`config.mk`:
```
export PLATFORM = sky130hd
export DESIGN_NAME = flow_origin_tracker_core
export DESIGN_NICKNAME = d
export VERILOG_FILES = /design/src/rtl/fot_pkg.sv /design/src/rtl/fot_ctrl.sv /design/src/rtl/fot_dp.sv /design/src/rtl/flow_origin_tracker_core.sv
export SDC_FILE = /design/constraint.sdc
export NUM_CORES = 2
export LEC_CHECK = 0
export ABC_AREA = 1
export BUFFER_PORTS_ARGS = -buffer_cell sky130_fd_sc_hd__buf_2
export CAP_MARGIN = 40
export CORE_MARGIN = 2
export CORE_UTILIZATION = 40
export CTS_BUF_LIST = sky130_fd_sc_hd__clkbuf_16
export CTS_CLUSTER_SIZE = 16
export DETAILED_ROUTE_END_ITERATION = 7
export PLACE_DENSITY_LB_ADDON = 0.05
export SYNTH_ARGS = -nofsm -noshare
export SYNTH_HDL_FRONTEND = slang
export SYNTH_SLANG_ARGS = --single-unit
```
`constraint.sdc`:
```
create_clock -name clk -period 9.1 [get_ports clk]
set_input_delay 0.455 -clock clk [delete_from_list [all_inputs] [get_ports clk]]
set_output_delay 0.455 -clock clk [all_outputs]
set_load 0.1 [all_outputs]
```
`src/rtl/fot_pkg.sv`:
```
// ----------------------------------------------------------------------------
// fot_pkg
// types, constants and commands shared by the flow origin tracker modules
// ----------------------------------------------------------------------------
package fot_pkg;

  localparam int TCP_FLOWS = 16;
  localparam int UDP_FLOWS = 16;
  localparam int TCP_IDX_W = (TCP_FLOWS > 1) ? $clog2(TCP_FLOWS) : 1;
  localparam int UDP_IDX_W = (UDP_FLOWS > 1) ? $clog2(UDP_FLOWS) : 1;
  localparam int SCAN_W    = ((TCP_FLOWS > UDP_FLOWS) ? TCP_IDX_W : UDP_IDX_W) + 1;

  localparam logic [31:0] TCP_ORIGIN_BASE = 32'd1;
  localparam logic [31:0] UDP_ORIGIN_BASE = 32'd65536;

  localparam logic [15:0] ETHER_IPV4  = 16'h0800;
  localparam logic [7:0]  PROTO_TCP   = 8'd6;
  localparam logic [7:0]  PROTO_UDP   = 8'd17;
  localparam logic [6:0]  ETH_IP_HDR  = 7'd34;
  localparam logic [6:0]  UDP_HDR_LEN = 7'd42;
  localparam logic [16:0] ETH_HDR     = 17'd14;
  localparam logic [16:0] UDP_IP_HDR  = 17'd28;

  typedef enum logic [2:0] {
    CFG_TAINT_EN   = 3'd0,
    CFG_FILTER_EN  = 3'd1,
    CFG_PROTO      = 3'd2,
    CFG_SRC_PORT   = 3'd3,
    CFG_DST_PORT   = 3'd4,
    CFG_SRC_ADDR   = 3'd5,
    CFG_DST_ADDR   = 3'd6
  } cfg_idx_t;

  typedef enum logic [2:0] {
    ST_IDLE,
    ST_SCAN1,
    ST_UPSERT,
    ST_SCAN2,
    ST_FINISH,
    ST_OUT
  } state_t;

  // controller -> datapath
  typedef struct packed {
    logic load;       // capture item
    logic scan_clr;   // restart scan
    logic scan_step;  // examine one entry of each table
    logic upsert;     // perform tcp insert/update
    logic finish;     // compute result, apply fin and udp insert
  } dp_cmd_t;

  // datapath -> controller
  typedef struct packed {
    logic scan_done;
    logic is_sent;    // sent frame needing tcp upsert
    logic do_tcp;     // received tcp, eligible
    logic do_udp;     // received udp, eligible
    logic synack;
  } dp_sts_t;

endpackage

```
`src/rtl/fot_ctrl.sv`:
```
// ----------------------------------------------------------------------------
// fot_ctrl
// sequencer: capture, table scans, update and result handshake
// ----------------------------------------------------------------------------
module fot_ctrl (
  input  logic             clk,
  input  logic             rst_n,
  input  logic             in_valid,
  output logic             in_ready,
  output logic             out_valid,
  input  logic             out_ready,
  output fot_pkg::dp_cmd_t cmd,
  input  fot_pkg::dp_sts_t sts
);

  fot_pkg::state_t state_r, state_nxt;

  always_ff @(posedge clk) begin
    if (!rst_n) begin
      state_r <= fot_pkg::ST_IDLE;
    end else begin
      state_r <= state_nxt;
    end
  end

  always_comb begin
    state_nxt = state_r;
    cmd       = '0;
    in_ready  = 1'b0;
    out_valid = 1'b0;
    unique case (state_r)
      fot_pkg::ST_IDLE: begin
        in_ready = 1'b1;
        if (in_valid) begin
          cmd.load     = 1'b1;
          cmd.scan_clr = 1'b1;
          state_nxt    = fot_pkg::ST_SCAN1;
        end
      end
      fot_pkg::ST_SCAN1: begin
        // scan results stay for the upsert or finish step
        if (sts.scan_done) begin
          if ((sts.is_sent || (sts.do_tcp && sts.synack))) begin
            state_nxt = fot_pkg::ST_UPSERT;
          end else begin
            state_nxt = fot_pkg::ST_FINISH;
          end
        end else begin
          cmd.scan_step = 1'b1;
        end
      end
      fot_pkg::ST_UPSERT: begin
        cmd.upsert   = 1'b1;
        cmd.scan_clr = 1'b1;
        // a received synack rescans to find the flow it just wrote
        state_nxt = sts.do_tcp ? fot_pkg::ST_SCAN2 : fot_pkg::ST_FINISH;
      end
      fot_pkg::ST_SCAN2: begin
        if (sts.scan_done) begin
          state_nxt = fot_pkg::ST_FINISH;
        end else begin
          cmd.scan_step = 1'b1;
        end
      end
      fot_pkg::ST_FINISH: begin
        cmd.finish = 1'b1;
        state_nxt  = fot_pkg::ST_OUT;
      end
      fot_pkg::ST_OUT: begin
        out_valid = 1'b1;
        in_ready  = out_ready;
        if (out_ready) begin
          if (in_valid) begin
            cmd.load     = 1'b1;
            cmd.scan_clr = 1'b1;
            state_nxt    = fot_pkg::ST_SCAN1;
          end else begin
            state_nxt = fot_pkg::ST_IDLE;
          end
        end
      end
      default: state_nxt = fot_pkg::ST_IDLE;
    endcase
  end

  a_finish_then_out: assert property (@(posedge clk) disable iff (!rst_n)
    cmd.finish |=> out_valid) else $error("result not presented after finish");
  a_no_load_midwork: assert property (@(posedge clk) disable iff (!rst_n)
    (cmd.scan_step || cmd.upsert) |-> !in_ready) else $error("ready during work");
  a_out_holds: assert property (@(posedge clk) disable iff (!rst_n)
    (out_valid && !out_ready) |=> out_valid) else $error("result dropped");

endmodule

```
`src/rtl/fot_dp.sv`:
```
// ----------------------------------------------------------------------------
// fot_dp
// flow tables, serial lookup and result formatting
// ----------------------------------------------------------------------------
module fot_dp (
  input  logic             clk,
  input  logic             rst_n,
  input  fot_pkg::dp_cmd_t cmd,
  output fot_pkg::dp_sts_t sts,
  input  logic             cfg_we,
  input  logic [2:0]       cfg_addr,
  input  logic [31:0]      cfg_wdata,
  input  logic             in_op,
  input  logic [15:0]      in_ether_type,
  input  logic [7:0]       in_ip_proto,
  input  logic [31:0]      in_src_addr,
  input  logic [31:0]      in_dst_addr,
  input  logic [15:0]      in_src_port,
  input  logic [15:0]      in_dst_port,
  input  logic [7:0]       in_tcp_flag_bits,
  input  logic [31:0]      in_tcp_seq_num,
  input  logic [31:0]      in_tcp_ack_num,
  input  logic [15:0]      in_ip_total_len,
  input  logic [3:0]       in_tcp_hdr_words,
  output logic             out_tainted,
  output logic [31:0]      out_flow_origin,
  output logic [31:0]      out_offset_base,
  output logic [6:0]       out_header_len,
  output logic [15:0]      out_payload_len,
  output logic             out_table_full
);

  localparam int TN = fot_pkg::TCP_FLOWS;
  localparam int UN = fot_pkg::UDP_FLOWS;
  localparam int TW = fot_pkg::TCP_IDX_W;
  localparam int UW = fot_pkg::UDP_IDX_W;
  localparam int SW = fot_pkg::SCAN_W;

  // configuration
  logic        taint_en_r, filter_en_r;
  logic [7:0]  f_proto_r;
  logic [15:0] f_sp_r, f_dp_r;
  logic [31:0] f_sa_r, f_da_r;

  always_ff @(posedge clk) begin
    if (!rst_n) begin
      taint_en_r <= 1'b0; filter_en_r <= 1'b0; f_proto_r <= '0;
      f_sp_r <= '0; f_dp_r <= '0; f_sa_r <= '0; f_da_r <= '0;
    end else if (cfg_we) begin
      unique case (cfg_addr)
        fot_pkg::CFG_TAINT_EN:  taint_en_r  <= cfg_wdata[0];
        fot_pkg::CFG_FILTER_EN: filter_en_r <= cfg_wdata[0];
        fot_pkg::CFG_PROTO:     f_proto_r   <= cfg_wdata[7:0];
        fot_pkg::CFG_SRC_PORT:  f_sp_r      <= cfg_wdata[15:0];
        fot_pkg::CFG_DST_PORT:  f_dp_r      <= cfg_wdata[15:0];
        fot_pkg::CFG_SRC_ADDR:  f_sa_r      <= cfg_wdata;
        fot_pkg::CFG_DST_ADDR:  f_da_r      <= cfg_wdata;
        default: ;
      endcase
    end
  end

  // captured item
  logic        op_r, synack_r, fin_r, ipv4_r;
  logic [7:0]  proto_r;
  logic [15:0] sp_r, dp_r, iplen_r;
  logic [31:0] sa_r, da_r, seq_r, ack_r, id_r;
  logic [3:0]  words_r;

  always_ff @(posedge clk) begin
    if (cmd.load) begin
      op_r     <= in_op;
      ipv4_r   <= (in_ether_type == fot_pkg::ETHER_IPV4);
      proto_r  <= in_ip_proto;
      sp_r     <= in_src_port;
      dp_r     <= in_dst_port;
      sa_r     <= in_src_addr;
      da_r     <= in_dst_addr;
      synack_r <= in_tcp_flag_bits[1] && in_tcp_flag_bits[4];
      fin_r    <= in_tcp_flag_bits[0];
      seq_r    <= in_tcp_seq_num;
      ack_r    <= in_tcp_ack_num;
      iplen_r  <= in_ip_total_len;
      words_r  <= in_tcp_hdr_words;
      id_r     <= {24'd0, in_ip_proto} ^ {16'd0, in_src_port} ^ {16'd0, in_dst_port}
                  ^ in_src_addr ^ in_dst_addr;
    end
  end

  // eligibility and filter
  logic is_tcp, is_udp, fpass, rx_ok;
  always_comb begin
    is_tcp = (proto_r == fot_pkg::PROTO_TCP);
    is_udp = (proto_r == fot_pkg::PROTO_UDP);
    if ((f_proto_r == fot_pkg::PROTO_TCP && is_tcp) ||
        (f_proto_r == fot_pkg::PROTO_UDP && is_udp)) begin
      if (f_sp_r != '0)      fpass = (f_sp_r == sp_r);
      else if (f_dp_r != '0) fpass = (f_dp_r == dp_r);
      else                   fpass = 1'b1;
    end else begin
      if (f_sa_r != '0)      fpass = (f_sa_r == sa_r);
      else if (f_da_r != '0) fpass = (f_da_r == da_r);
      else                   fpass = 1'b0;
    end
    rx_ok = !op_r && taint_en_r && ipv4_r && (is_tcp || is_udp)
            && (!filter_en_r || fpass);
  end

  assign sts.is_sent = op_r && ipv4_r && is_tcp && synack_r;
  assign sts.do_tcp  = rx_ok && is_tcp;
  assign sts.do_udp  = rx_ok && is_udp;
  assign sts.synack  = synack_r;

  // tables
  logic [TN-1:0] tv_r;
  logic [31:0]   tid_r [TN];
  logic [31:0]   tseq_r[TN];
  logic [31:0]   torg_r[TN];
  logic [UN-1:0] uv_r;
  logic [31:0]   uid_r [UN];
  logic [31:0]   uorg_r[UN];
  logic [31:0]   tnext_r, unext_r;

  // serial scan: one tcp and one udp entry per cycle
  logic [SW-1:0] scan_r;
  logic          thit_r, uhit_r, tfree_f_r, ufree_f_r;
  logic [TW-1:0] thit_idx_r, tfree_r;
  logic [UW-1:0] uhit_idx_r, ufree_r;
  logic [TW-1:0] ts;
  logic [UW-1:0] us;
  logic          t_in, u_in;

  assign ts   = scan_r[TW-1:0];
  assign us   = scan_r[UW-1:0];
  assign t_in = ({{(32-SW){1'b0}}, scan_r} < TN);
  assign u_in = ({{(32-SW){1'b0}}, scan_r} < UN);
  assign sts.scan_done = !t_in && !u_in;

  always_ff @(posedge clk) begin
    if (!rst_n) begin
      scan_r <= '0;
    end else if (cmd.scan_clr) begin
      scan_r <= '0;
    end else if (cmd.scan_step) begin
      scan_r <= scan_r + 1'b1;
    end
  end

  always_ff @(posedge clk) begin
    if (cmd.scan_clr) begin
      thit_r <= 1'b0; uhit_r <= 1'b0; tfree_f_r <= 1'b0; ufree_f_r <= 1'b0;
      thit_idx_r <= '0; uhit_idx_r <= '0; tfree_r <= '0; ufree_r <= '0;
    end else if (cmd.scan_step) begin
      if (t_in) begin
        if (tv_r[ts] && tid_r[ts] == id_r && !thit_r) begin
          thit_r <= 1'b1; thit_idx_r <= ts;
        end
        if (!tv_r[ts] && !tfree_f_r) begin
          tfree_f_r <= 1'b1; tfree_r <= ts;
        end
      end
      if (u_in) begin
        if (uv_r[us] && uid_r[us] == id_r && !uhit_r) begin
          uhit_r <= 1'b1; uhit_idx_r <= us;
        end
        if (!uv_r[us] && !ufree_f_r) begin
          ufree_f_r <= 1'b1; ufree_r <= us;
        end
      end
    end
  end

  // result arithmetic
  logic [6:0]  thlen;
  logic [16:0] tlen_sum;
  logic        tlen_pos, ulen_ne, ulen_pos;
  logic [16:0] iplen_x;
  assign iplen_x  = {1'b0, iplen_r};
  assign thlen    = fot_pkg::ETH_IP_HDR + {1'b0, words_r, 2'b00};
  assign tlen_pos = (iplen_x + fot_pkg::ETH_HDR) > {10'd0, thlen};
  assign tlen_sum = iplen_x + fot_pkg::ETH_HDR - {10'd0, thlen};
  assign ulen_ne  = (iplen_x != fot_pkg::UDP_IP_HDR);
  assign ulen_pos = (iplen_x > fot_pkg::UDP_IP_HDR);

  logic          full_r;
  logic          upd_hit;
  logic [TW-1:0] upd_idx;
  assign upd_hit = thit_r || tfree_f_r;
  assign upd_idx = thit_r ? thit_idx_r : tfree_r;

  always_ff @(posedge clk) begin
    if (!rst_n) begin
      tv_r    <= '0;
      uv_r    <= '0;
      tnext_r <= fot_pkg::TCP_ORIGIN_BASE;
      unext_r <= fot_pkg::UDP_ORIGIN_BASE;
    end else begin
      if (cmd.upsert && !thit_r && tfree_f_r) begin
        tv_r[tfree_r] <= 1'b1;
        tnext_r       <= tnext_r + 32'd1;
      end
      if (cmd.finish && sts.do_tcp && thit_r && fin_r) tv_r[thit_idx_r] <= 1'b0;
      if (cmd.finish && sts.do_udp && ulen_ne && !uhit_r && ufree_f_r) begin
        uv_r[ufree_r] <= 1'b1;
        unext_r       <= unext_r + 32'd1;
      end
    end
  end

  always_ff @(posedge clk) begin
    if (cmd.load) full_r <= 1'b0;
    else if (cmd.upsert) full_r <= !upd_hit;
    if (cmd.upsert && upd_hit) begin
      tseq_r[upd_idx] <= op_r ? ack_r : seq_r + 32'd1;
      if (!thit_r) begin
        tid_r[upd_idx]  <= id_r;
        torg_r[upd_idx] <= tnext_r;
      end
    end
    if (cmd.finish && sts.do_udp && ulen_ne && !uhit_r && ufree_f_r) begin
      uid_r[ufree_r]  <= id_r;
      uorg_r[ufree_r] <= unext_r;
    end
  end

  // result register
  always_ff @(posedge clk) begin
    if (cmd.finish) begin
      out_tainted     <= 1'b0;
      out_flow_origin <= '0;
      out_offset_base <= '0;
      out_header_len  <= '0;
      out_payload_len <= '0;
      out_table_full  <= full_r;
      if (sts.do_tcp && thit_r && tlen_pos) begin
        out_tainted     <= 1'b1;
        out_flow_origin <= torg_r[thit_idx_r];
        out_offset_base <= seq_r - tseq_r[thit_idx_r];
        out_header_len  <= thlen;
        out_payload_len <= tlen_sum[15:0];
      end else if (sts.do_udp && ulen_ne) begin
        if (!uhit_r && !ufree_f_r) out_table_full <= 1'b1;
        if (ulen_pos && (uhit_r || ufree_f_r)) begin
          out_tainted     <= 1'b1;
          out_flow_origin <= uhit_r ? uorg_r[uhit_idx_r] : unext_r;
          out_header_len  <= fot_pkg::UDP_HDR_LEN;
          out_payload_len <= iplen_r - fot_pkg::UDP_IP_HDR[15:0];
        end
      end
    end
  end

  a_upsert_only_tcp: assert property (@(posedge clk) disable iff (!rst_n)
    cmd.upsert |-> is_tcp) else $error("upsert on non tcp item");
  a_tnext_step: assert property (@(posedge clk) disable iff (!rst_n)
    (cmd.upsert && !thit_r && tfree_f_r) |=> tnext_r == $past(tnext_r) + 32'd1)
    else $error("tcp origin counter not advanced");
  a_tv_gains_one: assert property (@(posedge clk) disable iff (!rst_n)
    cmd.upsert |=> $countones(tv_r) <= $countones($past(tv_r)) + 1)
    else $error("more than one tcp entry inserted");

endmodule

```
`src/rtl/flow_origin_tracker_core.sv`:
```
// ----------------------------------------------------------------------------
// flow_origin_tracker_core
// flow origin tracker: tcp and udp flow tables with origin numbering
// ----------------------------------------------------------------------------
// One parsed frame header enters per item on the in_ channel (valid/ready);
// exactly one result leaves per item on the out_ channel (valid/ready).
// Registers are written through the cfg_ channel (index, data); the user is
// to write them only while idle, the block does not enforce it; indexes past
// the register list are ignored. An item is scanned serially against both
// flow tables (16 entries each), one entry of each table per cycle. A sent
// or eligible received tcp syn-ack then takes an upsert step, a received one
// also a second scan, and a finish step registers the result; the table scan
// sets the rate. A new item is taken in the same cycle the result is taken,
// so no new item is accepted before the last result is taken.
// While out_ready is low the result holds and no new item is accepted.
// Synchronous reset clears all flow entries, the registers and restores
// the origin counters to their base values; no clearing pass is needed.
// ----------------------------------------------------------------------------
module flow_origin_tracker_core (
  input  logic        clk,
  input  logic        rst_n,
  input  logic        cfg_valid,
  output logic        cfg_ready,
  input  logic [2:0]  cfg_index,
  input  logic [31:0] cfg_data,
  input  logic        in_valid,
  output logic        in_ready,
  input  logic        in_op,
  input  logic [15:0] in_ether_type,
  input  logic [7:0]  in_ip_proto,
  input  logic [31:0] in_src_addr,
  input  logic [31:0] in_dst_addr,
  input  logic [15:0] in_src_port,
  input  logic [15:0] in_dst_port,
  input  logic [7:0]  in_tcp_flag_bits,
  input  logic [31:0] in_tcp_seq_num,
  input  logic [31:0] in_tcp_ack_num,
  input  logic [15:0] in_ip_total_len,
  input  logic [3:0]  in_tcp_hdr_words,
  output logic        out_valid,
  input  logic        out_ready,
  output logic        out_tainted,
  output logic [31:0] out_flow_origin,
  output logic [31:0] out_offset_base,
  output logic [6:0]  out_header_len,
  output logic [15:0] out_payload_len,
  output logic        out_table_full
);

  fot_pkg::dp_cmd_t cmd;
  fot_pkg::dp_sts_t sts;

  assign cfg_ready = 1'b1;

  fot_ctrl u_ctrl (
    .clk       (clk),
    .rst_n     (rst_n),
    .in_valid  (in_valid),
    .in_ready  (in_ready),
    .out_valid (out_valid),
    .out_ready (out_ready),
    .cmd       (cmd),
    .sts       (sts)
  );

  fot_dp u_dp (
    .clk              (clk),
    .rst_n            (rst_n),
    .cmd              (cmd),
    .sts              (sts),
    .cfg_we           (cfg_valid),
    .cfg_addr         (cfg_index),
    .cfg_wdata        (cfg_data),
    .in_op            (in_op),
    .in_ether_type    (in_ether_type),
    .in_ip_proto      (in_ip_proto),
    .in_src_addr      (in_src_addr),
    .in_dst_addr      (in_dst_addr),
    .in_src_port      (in_src_port),
    .in_dst_port      (in_dst_port),
    .in_tcp_flag_bits (in_tcp_flag_bits),
    .in_tcp_seq_num   (in_tcp_seq_num),
    .in_tcp_ack_num   (in_tcp_ack_num),
    .in_ip_total_len  (in_ip_total_len),
    .in_tcp_hdr_words (in_tcp_hdr_words),
    .out_tainted      (out_tainted),
    .out_flow_origin  (out_flow_origin),
    .out_offset_base  (out_offset_base),
    .out_header_len   (out_header_len),
    .out_payload_len  (out_payload_len),
    .out_table_full   (out_table_full)
  );

endmodule
```
==> flow_metrics.tcl <==
set metrics [dict create \
    crit_top_cell "o21ai_1" \
    cts_tree "done" \
    maxSlewHeadroom_pct 30.55 \
    synth.avg_cell_area_sq_um 11.96 \
    cp.arrival_ns 5.91 \
    die_y_um 572.0 \
    gp_congestion 0.8502 \
    synth_commonest_cells "2871 x edfxtp_1, 1313 x nand2_1, 1296 x nor2_1" \
    layout-drive-gt1-share_pct 9.851 \
    start_kind "register" \
    grt_util_all_layers_pct 23.37 \
    port-buffer-count 337 \
    drt_pass1_iterations 8 \
    ios 345 \
    vias 85160 \
    finalSetupTns_ns 0 \
    post_drt_wl_per_cell_um 24.44 \
    yosysSeqAreaShare_pct 70.56 \
    synth-async-reset-ratio_pct 0 \
    synth_top_area_share_pct 66.80 \
    insertion_delay_ns 0.94 \
    synth.area.top_cells "edfxtp_1 67%, o21ai_0 4.5%, nand2_1 3.8%" \
    synthesis.area_sq_um 129100 \
    power.leakage_nw 51.54 \
    num_rows 208 \
    syn_to_final_growth_pct 15.78 \
    period_needed_ns 5.175 \
    cts_buffers 346 \
    cp_max_fo 56 \
    multi_input_area_sq_um 32760 \
    netlist_instances 10790 \
    die_w_um 572.0 \
    ir_drop_v 0.0001396 \
    clock_sink_count 3114 \
    wirelength_um 390000 \
    cpMaxStageDelayCell "buf_4" \
    initial_core_util_pct 40.19 \
    maxCapViolations 0 \
    reg2reg_depth 17 \
    fillerInstances 28980 \
    cts-root-buf "clkbuf_16" \
    grt_pass1_vias 82480 \
    clock_path_buffers 4 \
    drc_errors 0 \
    hold_viol 0 \
    synth_top_area_cell "edfxtp_1" \
    routed_via_density 5.336 \
    die-area_sq_um 327200 \
    grt-ovfl-total 0 \
    h-tree-depth 5 \
    max_freq_mhz 193.2 \
    final_nets 11660 \
    ctsResizeCount 0 \
    path_class "register to register" \
    path_clk_slew_ns 0.06 \
    syn-num-nets 11090 \
    cp_slowest_stage_delay_ns 0.64 \
    maxSlewViolCount 0 \
    ys.warnings.count 0 \
    setup_violations 0 \
    antenna_found_initial 19 \
    final_antenna_net_count 0 \
    hold_class "input port to register" \
    fin_util_pct 46.53 \
    ys.flop_type "edfxtp_1" \
    grt_max_degree 194 \
    yosys_register_bits 3114 \
    finClkSkew_ns 0.03993 \
    synth_cell_type_count 62 \
    end_kind "register" \
    hold_buffers 236 \
    coreArea_sq_um 321100 \
    grt_first_pass_wirelength_um 564400 \
    dp.final_hpwl_um 224700 \
    cp_cell_sequence "buf_4 > buf_4 > mux2i_1 > o21ai_0 > o211ai_1 > nand2_1 > inv_1 > ha_1 > a21oi_1 > o21ai_1 > a21boi_0 > o21ai_1 > a21boi_0 > o21ai_1 > a21o_1 > or2_0 > a21oi_1" \
    synth_edf_count 2871 \
    power_density_nw_per_um2 223.6 \
    register_area_sq_um 91120 \
    synth.most_common_cell "edfxtp_1" \
    post-cts-setup-buffers 0 \
    grt_setup_unrepaired "no" \
    hold-path-cell-count 5 \
    status "completed" \
    worstPathRequired_ns 9.84 \
    period_share_pct 56.87 \
    tightest_slew_ns 1.042 \
    drtIter0Drc 7475 \
]
==> sequential cells by signal, summed over array words and instances (netlist names), 512 cells and up, named ones only <==
register     flops
u_dp.tid_r     512
u_dp.torg_r    512
u_dp.uorg_r    512
u_dp.uid_r     512
u_dp.tseq_r    512
==> worst paths after layout <==
path,startpoint,endpoint,slack (ns)
worst max-delay path,register,u_dp.out_offset_base[20],3.93
worst min-delay path,in_valid,u_ctrl.state_r[0],0.13
worst max register to register,register,u_dp.out_offset_base[20],3.93
worst min register to register,u_dp.uv_r[15],u_dp.uv_r[15],0.45
==> per-stage QoR <==
stage               instance area (sq um)  std cells  total power [mW]  hold WS [ns]  worst slack (ns)
floorplan                          129100      10790             18.99        0.4264            0.2267
global placement                   135600      15050             20.17        0.4351             3.574
detailed placement                 136300      15080             20.25        0.4381             3.863
CTS                                149400      15950             33.75       0.05363             3.838
global route                       149400      15950             34.68        0.1386             3.523
finish                             149400      15960             33.42        0.1280             3.925
==> cell families (layout without fill, tap and decap cells) <==
family	Yosys count	after routing	synth area share [%]
adder cells (fa/ha/maj)	46	46	0.4517
flip-flops	3114	3114	70.56
other	2	13	0.005819
AND/OR/NAND/NOR	3220	3220	10.11
multiplexers	256	256	1.985
buffers and inverters	1370	2224	4.312
XOR/XNOR	173	173	1.180
AO/OA/AOI/OAI	2608	2608	11.39
==> report_power, final <==
part / switching [mW] / internal [mW] / total, mW
clock: 5.74 / 7.64 / 13.4
sequential: 0.218 / 16.3 / 16.5
combinational: 2.67 / 0.878 / 3.54
==> critical path: cells and delay by family, from the launching register on <==
family                     cells  cell delay [ns]
AOI/OAI and AO/OA             10             2.29
buffers and inverters          3             1.38
DFF                            1             0.46
adders and majority gates      1             0.29
and+or+nand+nor                2             0.27
muxes                          1             0.24
==> final cells by class <==
class,instances,share of cell area (%)
antenna,11,0.01842
sequential,3114,60.97
timing repair buffer,811,4.242
inverter,785,2.022
multi-input combinational,6305,21.92
tap,4305,3.604
clock buffer,354,5.928
clock inverter,274,1.287
==> layer usage <==
metal | global-route usage, % | share of wire (%) | vias up
met5 | 0 | 0.020 | -
met4 | 5.449 | 2.1 | 12
met3 | 2.821 | 4.8 | 462
met2 | 38.90 | 48 | 2224
met1 | 32.68 | 45 | 42580
li1 | - | - | 39880
==> cells in the final DEF, fill, tap and decap left out, drive strengths merged, types with 12 or more instances in the layout <==
cell,Yosys,layout
nand4,62,62
a21oi,817,817
nand3,437,437
nand2,1315,1315
a221o,29,29
a22oi,32,32
nor2,1304,1304
o21ai,1194,1194
inv,779,889
o22ai,36,36
bufinv,0,21
xor2,93,93
edfxtp,2871,2871
a32o,20,20
dfxtp,243,243
clkinvlp,0,12
xnor2,80,80
o311ai,41,41
buf,240,574
or2,14,14
mux2i,256,256
nor4,16,16
o31ai,37,37
ha,45,45
o211ai,355,355
dlygate4sd3,0,236
nor3,55,55
clkinv,6,137
clkbuf,345,354
Power figures use the tool's default switching activity.
